### config.mk
export PLATFORM = sky130hd
export DESIGN_NAME = animation_frame_selector_core
export DESIGN_NICKNAME = d
export VERILOG_FILES = /design/src/sv/afs_pkg.sv /design/src/sv/animation_frame_selector_core.sv
export SDC_FILE = /design/constraint.sdc
export NUM_CORES = 2
export LEC_CHECK = 0
export BUFFER_PORTS_ARGS = -buffer_cell sky130_fd_sc_hd__buf_2
export CAP_MARGIN = 10
export CORE_MARGIN = 3
export CORE_UTILIZATION = 57
export CTS_BUF_LIST = sky130_fd_sc_hd__clkbuf_4
export DETAILED_ROUTE_END_ITERATION = 6
export PLACE_DENSITY_LB_ADDON = 0.08
export SYNTH_ARGS = -nofsm -noshare
export SYNTH_HDL_FRONTEND = slang
export SYNTH_SLANG_ARGS = --single-unit
### constraint.sdc
create_clock -name i_clk -period 21.9 [get_ports i_clk]
set_input_delay 3.285 -clock i_clk [delete_from_list [all_inputs] [get_ports i_clk]]
set_output_delay 3.285 -clock i_clk [all_outputs]
set_load 0.1 [all_outputs]
### src/sv/afs_pkg.sv
// Package for the animation frame selector: widths, register and mode codes,
// and the per-stage divide/modulo step used by the pipelined divider.
// No dependencies.
package afs_pkg;

    // Time word and divider geometry
    localparam int TIME_BITS      = 32;
    localparam int ELAPSED_W      = 32;
    localparam int BITS_PER_STAGE = 2;
    localparam int DIV_STAGES     = (TIME_BITS + BITS_PER_STAGE - 1) / BITS_PER_STAGE;
    localparam int DIV_BITS       = DIV_STAGES * BITS_PER_STAGE;

    // Field widths
    localparam int COUNT_W     = 8;
    localparam int PERIOD_W    = 16;
    localparam int MODE_W      = 2;
    localparam int INTENSITY_W = 8;
    localparam int FRAME_W     = 8;
    localparam int MOD_W       = COUNT_W + 1;
    localparam int PROD_W      = FRAME_W + INTENSITY_W;
    localparam int CFG_IDX_W   = 2;
    localparam int CFG_DATA_W  = 16;

    // Divide by the full-swing constant through a reciprocal multiply:
    // exact for products below 2**PROD_W
    localparam int FULL_SWING  = 120;
    localparam int RECIP_SHIFT = PROD_W + 7;
    localparam int RECIP_W     = 17;
    localparam logic [RECIP_W-1:0] RECIP_K =
        RECIP_W'(((64'd1 << RECIP_SHIFT) + FULL_SWING - 1) / FULL_SWING);
    localparam int SCALED_W    = PROD_W + RECIP_W;

    // Post-divider stages: level, product, scale, clip/output
    localparam int LATENCY = DIV_STAGES + 4;

    // Reset values
    localparam logic [COUNT_W-1:0]     RST_COUNT     = COUNT_W'(1);
    localparam logic [PERIOD_W-1:0]    RST_PERIOD    = PERIOD_W'(100);
    localparam logic [INTENSITY_W-1:0] RST_INTENSITY = INTENSITY_W'(FULL_SWING);

    typedef enum logic [CFG_IDX_W-1:0] {
        REG_FRAME_COUNT     = 2'd0,
        REG_FRAME_PERIOD    = 2'd1,
        REG_PLAYBACK_MODE   = 2'd2,
        REG_MOUTH_INTENSITY = 2'd3
    } t_cfg_reg;

    typedef enum logic [MODE_W-1:0] {
        MODE_LOOP      = 2'd0,
        MODE_PINGPONG  = 2'd1,
        MODE_INTENSITY = 2'd2,
        MODE_LOOP_ALT  = 2'd3
    } t_mode;

    // One divider stage: running remainder by the period, the remaining
    // dividend bits, and the quotient taken modulo the frame modulus
    typedef struct packed {
        logic [PERIOD_W-1:0] rem;
        logic [DIV_BITS-1:0] dvd;
        logic [MOD_W-1:0]    modr;
    } t_div_state;

    function automatic logic is_bounce(t_mode mode);
        return (mode == MODE_PINGPONG) || (mode == MODE_INTENSITY);
    endfunction

    // Modulus applied to the step count: frame count for loop, twice the
    // last frame for the bouncing modes, one for a short animation
    function automatic logic [MOD_W-1:0] frame_modulus(logic [COUNT_W-1:0] count,
                                                       t_mode mode);
        logic [COUNT_W-1:0] last;
        last = count - COUNT_W'(1);
        if (count <= COUNT_W'(1)) begin
            return MOD_W'(1);
        end else if (is_bounce(mode)) begin
            return {last, 1'b0};
        end else begin
            return {1'b0, count};
        end
    endfunction

    // Restoring divide, BITS_PER_STAGE quotient bits; each quotient bit also
    // folds into the running modulo
    function automatic t_div_state div_step(t_div_state s, logic [PERIOD_W-1:0] p,
                                            logic [MOD_W-1:0] m);
        t_div_state      o;
        logic [PERIOD_W:0] t;
        logic [MOD_W:0]    u;
        logic              q;
        o = s;
        for (int k = 0; k < BITS_PER_STAGE; k++) begin
            t     = {o.rem, o.dvd[DIV_BITS-1]};
            o.dvd = {o.dvd[DIV_BITS-2:0], 1'b0};
            q     = (t >= {1'b0, p});
            if (q) begin
                t = t - {1'b0, p};
            end
            o.rem = t[PERIOD_W-1:0];
            u     = {o.modr, q};
            if (u >= {1'b0, m}) begin
                u = u - {1'b0, m};
            end
            o.modr = u[MOD_W-1:0];
        end
        return o;
    endfunction

endpackage

### src/sv/animation_frame_selector_core.sv
// Animation frame selector top level: configuration registers, pipelined
// time divider with running modulo, bounce, intensity scale and clip.
// Depends on afs_pkg.
//
// Usage:
//   Input: drive i_elapsed_ms and pulse start; a transaction is taken at each
//   rising edge with start high and busy low. busy is always low, so one
//   transaction can be issued every cycle.
//   Output: o_result_valid is high for one cycle with o_frame_index; the
//   receiver cannot stall and every result is taken in that cycle.
//   Pipeline: the divider resolves two quotient bits per stage, which sets
//   the stage count; then a bounce stage, an intensity multiply, a
//   reciprocal divide by 120 and a clip/output stage follow.
//   Throughput: one transaction per cycle, sustained.
//   Configuration: i_cfg_we writes i_cfg_data into register i_cfg_index at
//   the clock edge; write only while no transaction is in flight.
//   Reset: synchronous, active low; empties the pipeline and restores the
//   register defaults (count 1, period 100, loop mode, intensity 120).
module animation_frame_selector_core
    import afs_pkg::*;
(
    input  logic                  i_clk,
    input  logic                  i_rst_n,
    input  logic                  start,
    output logic                  busy,
    input  logic [ELAPSED_W-1:0]  i_elapsed_ms,
    output logic                  o_result_valid,
    output logic [FRAME_W-1:0]    o_frame_index,
    input  logic                  i_cfg_we,
    input  logic [CFG_IDX_W-1:0]  i_cfg_index,
    input  logic [CFG_DATA_W-1:0] i_cfg_data
);

    // Configuration and derived values
    logic [COUNT_W-1:0]     r_count;
    logic [PERIOD_W-1:0]    r_period_eff;
    t_mode                  r_mode;
    logic [INTENSITY_W-1:0] r_intensity;
    logic [MOD_W-1:0]       r_modulus;

    logic [COUNT_W-1:0]     n_count;
    t_mode                  n_mode;
    logic [COUNT_W-1:0]     last;

    // Pipeline stages
    logic                   r_div_valid [DIV_STAGES];
    t_div_state             r_div       [DIV_STAGES];
    logic                   r_lvl_valid;
    logic [FRAME_W-1:0]     r_level;
    logic                   r_prod_valid;
    logic [PROD_W-1:0]      r_prod;
    logic                   r_scl_valid;
    logic [SCALED_W-1:0]    r_scaled;

    logic                   accept;
    t_div_state             div_in;
    logic [MOD_W-1:0]       phase;
    logic [MOD_W-1:0]       mirror;
    logic [FRAME_W-1:0]     n_level;
    logic [PROD_W-1:0]      n_prod;
    logic [SCALED_W-1:0]    n_scaled;
    logic [SCALED_W-1:0]    quotient;
    logic [FRAME_W-1:0]     n_frame;

    // The pipeline takes a transaction every cycle
    assign busy   = 1'b0;
    assign accept = start && !busy;
    assign last   = r_count - COUNT_W'(1);

    // Next values of count and mode so the modulus follows a write at once
    always_comb begin
        n_count = r_count;
        n_mode  = r_mode;
        if (i_cfg_we) begin
            unique case (t_cfg_reg'(i_cfg_index))
                REG_FRAME_COUNT:     n_count = i_cfg_data[COUNT_W-1:0];
                REG_PLAYBACK_MODE:   n_mode  = t_mode'(i_cfg_data[MODE_W-1:0]);
                REG_FRAME_PERIOD:    ;
                REG_MOUTH_INTENSITY: ;
            endcase
        end
    end

    // Configuration registers
    always_ff @(posedge i_clk) begin
        if (!i_rst_n) begin
            r_count      <= RST_COUNT;
            r_period_eff <= RST_PERIOD;
            r_mode       <= MODE_LOOP;
            r_intensity  <= RST_INTENSITY;
            r_modulus    <= frame_modulus(RST_COUNT, MODE_LOOP);
        end else begin
            r_count   <= n_count;
            r_mode    <= n_mode;
            r_modulus <= frame_modulus(n_count, n_mode);
            if (i_cfg_we && t_cfg_reg'(i_cfg_index) == REG_FRAME_PERIOD) begin
                // a zero period is held at one
                r_period_eff <= (i_cfg_data[PERIOD_W-1:0] == '0) ?
                                PERIOD_W'(1) : i_cfg_data[PERIOD_W-1:0];
            end
            if (i_cfg_we && t_cfg_reg'(i_cfg_index) == REG_MOUTH_INTENSITY) begin
                r_intensity <= i_cfg_data[INTENSITY_W-1:0];
            end
        end
    end

    // Divider entry: only the low TIME_BITS bits of the time count
    always_comb begin
        div_in.rem  = '0;
        div_in.dvd  = DIV_BITS'(i_elapsed_ms[TIME_BITS-1:0]);
        div_in.modr = '0;
    end

    // Divider stage 0
    always_ff @(posedge i_clk) begin
        if (!i_rst_n) begin
            r_div_valid[0] <= 1'b0;
        end else begin
            r_div_valid[0] <= accept;
        end
        r_div[0] <= div_step(div_in, r_period_eff, r_modulus);
    end

    // Remaining divider stages
    for (genvar s = 1; s < DIV_STAGES; s++) begin : g_div
        always_ff @(posedge i_clk) begin
            if (!i_rst_n) begin
                r_div_valid[s] <= 1'b0;
            end else begin
                r_div_valid[s] <= r_div_valid[s-1];
            end
            r_div[s] <= div_step(r_div[s-1], r_period_eff, r_modulus);
        end
    end

    // Bounce: fold the phase back past the last frame
    always_comb begin
        phase  = r_div[DIV_STAGES-1].modr;
        mirror = r_modulus - phase;
        if (r_count <= COUNT_W'(1)) begin
            n_level = '0;
        end else if (is_bounce(r_mode) && phase > {1'b0, last}) begin
            n_level = mirror[FRAME_W-1:0];
        end else begin
            n_level = phase[FRAME_W-1:0];
        end
    end

    // Intensity multiply, reciprocal divide and clip in intensity mode; other modes pass the level through
    always_comb begin
        if (r_mode == MODE_INTENSITY) begin
            n_prod = PROD_W'(r_level) * PROD_W'(r_intensity);
        end else begin
            n_prod = PROD_W'(r_level);
        end
        n_scaled = SCALED_W'(r_prod) * SCALED_W'(RECIP_K);
        quotient = r_scaled >> RECIP_SHIFT;
        if (r_mode == MODE_INTENSITY) begin
            n_frame = (quotient < SCALED_W'(last)) ? quotient[FRAME_W-1:0] : last;
        end else begin
            n_frame = r_scaled[FRAME_W-1:0];
        end
    end

    // Back-end stages
    always_ff @(posedge i_clk) begin
        if (!i_rst_n) begin
            r_lvl_valid    <= 1'b0;
            r_prod_valid   <= 1'b0;
            r_scl_valid    <= 1'b0;
            o_result_valid <= 1'b0;
        end else begin
            r_lvl_valid    <= r_div_valid[DIV_STAGES-1];
            r_prod_valid   <= r_lvl_valid;
            r_scl_valid    <= r_prod_valid;
            o_result_valid <= r_scl_valid;
        end
        r_level       <= n_level;
        r_prod        <= n_prod;
        // the scale stage passes the product on when no scaling applies
        r_scaled      <= (r_mode == MODE_INTENSITY) ? n_scaled : SCALED_W'(r_prod);
        o_frame_index <= n_frame;
    end

`ifndef SYNTHESIS
    // An accepted transaction enters the divider
    a_enter: assert property (@(posedge i_clk) disable iff (!i_rst_n)
        accept |=> r_div_valid[0])
        else $error("accepted transaction missing from divider entry");

    // A divider result reaches the output after the back-end stages
    a_drain: assert property (@(posedge i_clk) disable iff (!i_rst_n)
        r_div_valid[DIV_STAGES-1] |-> ##4 o_result_valid)
        else $error("divider result lost in back end");

    // Every result comes from an accepted transaction
    a_origin: assert property (@(posedge i_clk) disable iff (!i_rst_n)
        o_result_valid |-> $past(accept, LATENCY))
        else $error("result without matching transaction");
`endif

endmodule
## After elaboration in Yosys (flattened, before gate mapping)

Memories as Yosys holds them, arrays and structs flattened. A register that Yosys moved wholly into a read port is not among the register bits.
Index checks and enable logic that the tools add are counted.

| storage, ports and cells | value |
|---|---|
| register bits | 103 |
| memory bits (writable) | 896 |
| input bits | 54 |
| output and inout port bits | 10 |
| word-level logic and storage cells | 283 |
| memories kept | 2 |

| cells by class | value |
|---|---|
| add/sub/neg operators | 67 |
| multipliers | 2 |
| magnitude comparators | 68 |
| equality and inequality tests | 7 |
| multiplexer cells | 93 |
| bitwise gates (word level) | 18 |
| reductions and logical operators | 10 |

Memory list:

| name | depth | width | rd ports | clocked after memory_dff | write ports | line | text |
|---|---|---|---|---|---|---|---|
| r_div | 16 | 55 | 16 | 0 | 16 | animation_frame_selector_core.sv:47 | `t_div_state r_div [DIV_STAGES];` |
| r_div_valid | 16 | 1 | 16 | 1 | 16 | animation_frame_selector_core.sv:46 | `logic r_div_valid [DIV_STAGES];` |

Operators with widths:

| cell | number |
|---|---|
| two-way mux 16 bit | 33 |
| greater-or-equal comparator 17 x 16 -> 1 bit | 31 |
| subtractor 16 bit | 31 |
| greater-or-equal comparator 10 x 9 -> 1 bit | 31 |
| two-way mux 9 bit | 32 |
| subtractor 9 bit | 31 |
| two-way mux 8 bit | 8 |
| multiplier 16 x 16 -> 32 bit (second input constant) | 1 |
| two-way mux 1 bit | 18 |
| greater-or-equal comparator 1 x 16 -> 1 bit | 1 |
| less-or-equal comparator 8 x 1 -> 1 bit (second input constant) | 2 |
| zero test 16 bit | 1 |
| multiplier 8 x 8 -> 16 bit | 1 |
| bitwise OR 1 bit | 16 |
| subtractor 1 x 16 -> 16 bit | 1 |
| subtractor 8 x 1 -> 8 bit (second input constant) | 2 |
| < comparator 10 x 8 -> 1 bit | 1 |
| greater-or-equal comparator 1 x 9 -> 1 bit | 1 |
| > comparator 9 x 8 -> 1 bit | 1 |
| subtractor 1 x 9 -> 9 bit | 1 |
| equality test 2 bit (second input constant) | 4 |
| subtractor 8 bit | 1 |
| equality test 2 x 1 -> 1 bit (second input constant) | 3 |
| two-way mux 2 bit | 2 |
| 7 further kinds | 11 |

## Longest topological paths before layout

| depth | value |
|---|---|
| word-level depth | 7 |
| depth in mapped cells | 32 |
| depth with buffers taken out | 30 |

## Worst setup path before layout

Ideal clock, no wire load.

| timing path | value |
|---|---|
| kind | input to register |
| start point | input i_elapsed_ms[31] |
| end point | memory r_div[0][1] (netlist name) |
| library setup time | 0.121 ns |
| data arrival time | 8.770 ns |
| data required time | 21.779 ns |
| setup slack | 13.010 ns |
| stages | 28 |
| buffers on the path | 2 |
| cell sequence | inv_1 > ha_1 > inv_1 > ha_1 > a21oi_1 > or3_1 > a21oi_1 > inv_1 > ha_1 > nor2b_1 > o21a_1 > o21ai_0 > a21oi_1 > o31ai_1 > o31ai_2 > inv_1 > clkbuf_1 > ha_1 > inv_1 > fa_1 > a21oi_1 > nor2_1 > nor2_1 > nor2_1 > a211oi_1 > o21ba_2 > clkbuf_1 > mux2_2 |

RTL lines:

| what | line | text |
|---|---|---|
| start: declaration | animation_frame_selector_core.sv:26 | `input logic [ELAPSED_W-1:0] i_elapsed_ms,` |
| end: declaration | animation_frame_selector_core.sv:47 |  |

==> results by stage <==
Min path:
- The worst min-delay path class is register to register.
- The worst-case hold path end point is r_div[0][243].
- The hold path startpoint is r_div[0][186].
- The hold-critical path depth is 0.

Worst setup path:
- The largest fanout on the critical path is 18.
- The endpoint of the lowest-slack register-to-register path is r_div[1][8].
- STA classifies the critical path endpoint as a register.
- By startpoint and endpoint, the worst setup path is classified as register to register.
- The biggest cell delay along the critical path is roughly 770 ps.
- The worst register-to-register path begins at r_period_eff[10].
- By instance count, the cell type seen most on the critical path is ha_1.
- The highest-delay cell along the critical path is o211ai_1.
- STA classifies the critical path startpoint as a register.
- The setup slack of the worst register-to-register path is 13130 ps.
- Data on the critical path is required at its endpoint by 22850 ps.
- The worst path arrival time is 9710 ps.
- For the worst flop-to-flop path, the logic depth is 28.

Yosys:
- The count of flip-flops with a built-in enable after synthesis is 0.
- In this run, synthesis produced a sequential element count of 737.
- The share of async-settable or async-resettable flops after synthesis is 0%.
- Among all flip-flop cells after synthesis, the most frequent one is dfxtp_1.
- Summed over all instances, the cell type with the most area after synthesis is dfxtp_1.
- The synthesized area divided by synthesized cell count is approximately 8.9 sq um.
- The number of distinct library cells after synthesis is around 110.
- The most common cell in the netlist is ha_1.
- Ranked by total cell area, the synthesized netlist is headed by dfxtp_1 23%, ha_1 19%, mux2_2 8.2%.
- When the netlist entered floorplanning its net count stood at 8207.
- The combined area of all synthesized cells is 63040 sq um.
- The count of mapped cells out of synthesis is approximately 7100.
- The commonest cells after synthesis are 942 x ha_1, 737 x dfxtp_1, 478 x nor2_1.
- Summing the sequential cell areas from Yosys gives about a quarter of the chip area.
- For this run, the number of Yosys warnings is 0.
- The area fraction of the dominant cell type after synthesis is a little under a quarter.

CTS:
- For the worst-skew pair, the clock arrives at the later sink with an insertion delay of between 1000 and 1500 ps.
- TritonCTS built the clock tree.
- The buffer cell driving the clock tree root is clkbuf_4.
- The number of buffers on the longest clock path is 3.
- Counting the buffers created by CTS gives around 200.
- The number of hold buffers added after CTS is 0.
- The number of sinks on the clock net is roughly 740.
- After clock tree synthesis, the clock-pin slew on the worst setup and hold paths is about 70 ps.
- The number of buffers added for setup after CTS is 0.
- The post-cts gate resize count is 0.
- The H-tree was split into 4 levels.

Routing:
- The first-pass detailed-route iteration total is 7.
- The wire length reported by the detailed router is around 160000 um.
- After detailed routing, the number of vias per cell comes to just under 6.
- For this run, design rule violations remaining after detail routing come to 2.
- The total via count in the routed design is 52329.
- The DRC marker count from the first detailed-route iteration is 2805.
- The count of nets left with antenna violations after detail routing is 0.
- Dividing the detail-routed wire length by the instance count gives 17.69 um.

Global routing:
- Entering global routing, the biggest net connects 56 pins.
- For this run, the total global-route usage over all layers was measured as a little over a quarter.
- The initial antenna violation count is 1.
- The first global-routing pass estimated around 260000 um of wire.
- The global route total overflow is 0.
- The via count of the first global-routing pass is 50997.

Final layout:
- The area used by sequential logic in the layout is roughly 15000 sq um.
- In the final design database the tool counted 8426 nets.
- The fraction of final layout cells sized beyond drive strength 1 is ~14%.
- The multi-input combinational cells in the finished layout cover a total of 46090 sq um.
- The finished layout holds between 8000 and 9000 standard cells, fillers aside.
- The final cell utilization of the core is roughly 62%.
- The layout has slightly below 10000 filler cells.
- The area growth from synthesis to layout is 7.294%.

Timing:
- For the final routed database, the setup TNS stands at 0 ps.
- The actual slew at the worst max-slew pin is about 1100 ps.
- The total of endpoints with negative setup slack in the final report is 0.
- The clock period could shrink to 8766 ps.
- The hold slack is between 200 and 300 ps.
- Derived from the worst setup path, the maximum achievable clock frequency is 0.1141 GHz.
- The number of endpoints with negative hold slack in the final report came to 0.
- The worst path uses 40.03% of the clock period.
- Setup repair after global routing left no endpoint under its margin.
- The count of pins over their slew limit is 0.
- Clock skew on the completed layout was measured at ~100 ps.
- The worst slew margin relative to its limit is ~25%.

Floorplan:
- Row generation in the floorplan step produced roughly 120 rows.
- The die is around 340 um tall.
- The die area is 114600 sq um.
- Pin placement for this block handled 64 I/O pins.
- The initial utilization of the core area, before any placement, comes to just under 60%.
- The floorplan step set the die width to about 340 um.
- After floorplanning, the core was sized to cover 109300 sq um.

Placed design:
- Once detailed placement completed, the half-perimeter wirelength came to 118500 um.
- The quantity of I/O buffers inserted on ports is 62.
- The number of cells in the design after placement is between 8000 and 9000.
- The last weighted congestion value of the routability-driven placer is around 0.89.

Run:
- The number of max-cap violations is 0.

Run status:
- The run finished, with violations left.
- The final reports fail on DRC.
metrics by stage:
step | setup WS (ps) | area (sq um)
finish | 13130 | 67640
global route | 12360 | 67640
CTS | 13180 | 67630
detailed placement | 12330 | 65140
global placement | 12360 | 65140
floorplan | 13010 | 63040
placed cells by master, fill, tap and decap left out, drive strengths merged, types with 14 or more instances in the layout:
master	synthesis	final
a211oi	67	67
a221oi	14	14
o31ai	66	66
nor2	480	480
nand2	462	462
nor2b	138	138
and3	27	27
and2	74	74
o311ai	14	14
a31o	15	15
nand2b	82	82
o31a	40	40
o211ai	40	40
xor2	158	158
fa	118	118
ha	942	942
a21boi	66	66
o21a	94	94
dfxtp	737	737
mux2	488	488
mux2i	105	105
clkbuf	65	265
a21oi	474	474
or2	34	34
a211o	35	35
nor4	32	32
clkinv	0	87
nand4	125	125
a2111oi	20	20
buf	40	122
a21o	212	212
o21ai	410	410
xnor2	378	378
nand3	109	109
or3	56	56
nor3	164	164
a31oi	43	43
o21bai	64	64
o41ai	20	20
inv	447	446
flip-flops by register name, indices dropped and copies added, names as in the netlist, 2 cells and up:
register,count
r_div,624
r_scaled,18
r_div_valid,16
r_period_eff,16
r_prod,16
r_modulus,9
o_frame_index,8
r_count,8
r_intensity,8
r_level,8
r_mode,2
how the worst max path moves through the flow:
stage	start	end	slack [ps]	cells after the start
2_1_floorplan	i_elapsed_ms[31]	r_div[0][1]	13010	28
3_3_place_gp	i_elapsed_ms[31]	r_div[0][2]	12360	28
3_5_place_dp	i_elapsed_ms[31]	r_div[0][2]	12330	28
4_1_cts	r_period_eff[1]	r_div[0][389]	13180	30
5_1_grt	r_period_eff[1]	r_div[0][387]	12360	30
6_report	r_period_eff[10]	r_div[1][8]	13130	28
critical path: cells and delay by family, from the launching register on:
family / cells / cell delay (ps)
AO/OA/AOI/OAI: 9 / 2560
AND/OR/NAND/NOR: 9 / 1880
buffers and inverters: 4 / 1590
adder cells (fa/ha/maj): 4 / 1380
multiplexers: 2 / 830
flip-flops: 1 / 340
layer usage:
layer  part of all wire [%]  vias to the layer above  global-route usage [%]
met5                      0                        -                       0
met4                    3.1                        0                   9.363
met3                    4.6                      308                   3.900
met2                     46                     1129                   45.33
met1                     46                    24555                   35.10
li1                       -                    26337                       -
logic make-up after synthesis:
kind of cell / synth area share [%]
AOI/OAI and AO/OA: 18.56
xor gates and xnor gates: 7.447
adders and majority gates: 22.44
buffers and inverters: 3.497
DFF: 23.40
muxes: 10.50
other: 0.005949
and+or+nand+nor: 14.15
final cells by class:
type	instances	area share, %
diodes	2	0.007399
clock buffers	264	2.930
clock inverters	91	0.7566
inverters	447	2.484
multi-input cells	5804	68.14
flip-flops and latches	737	21.82
well taps	1476	2.730
repair buffers	123	1.132
Power is left out: the tool's default activity adds up to more than one toggle a clock period on the data nets, which glitch-free logic cannot reach.
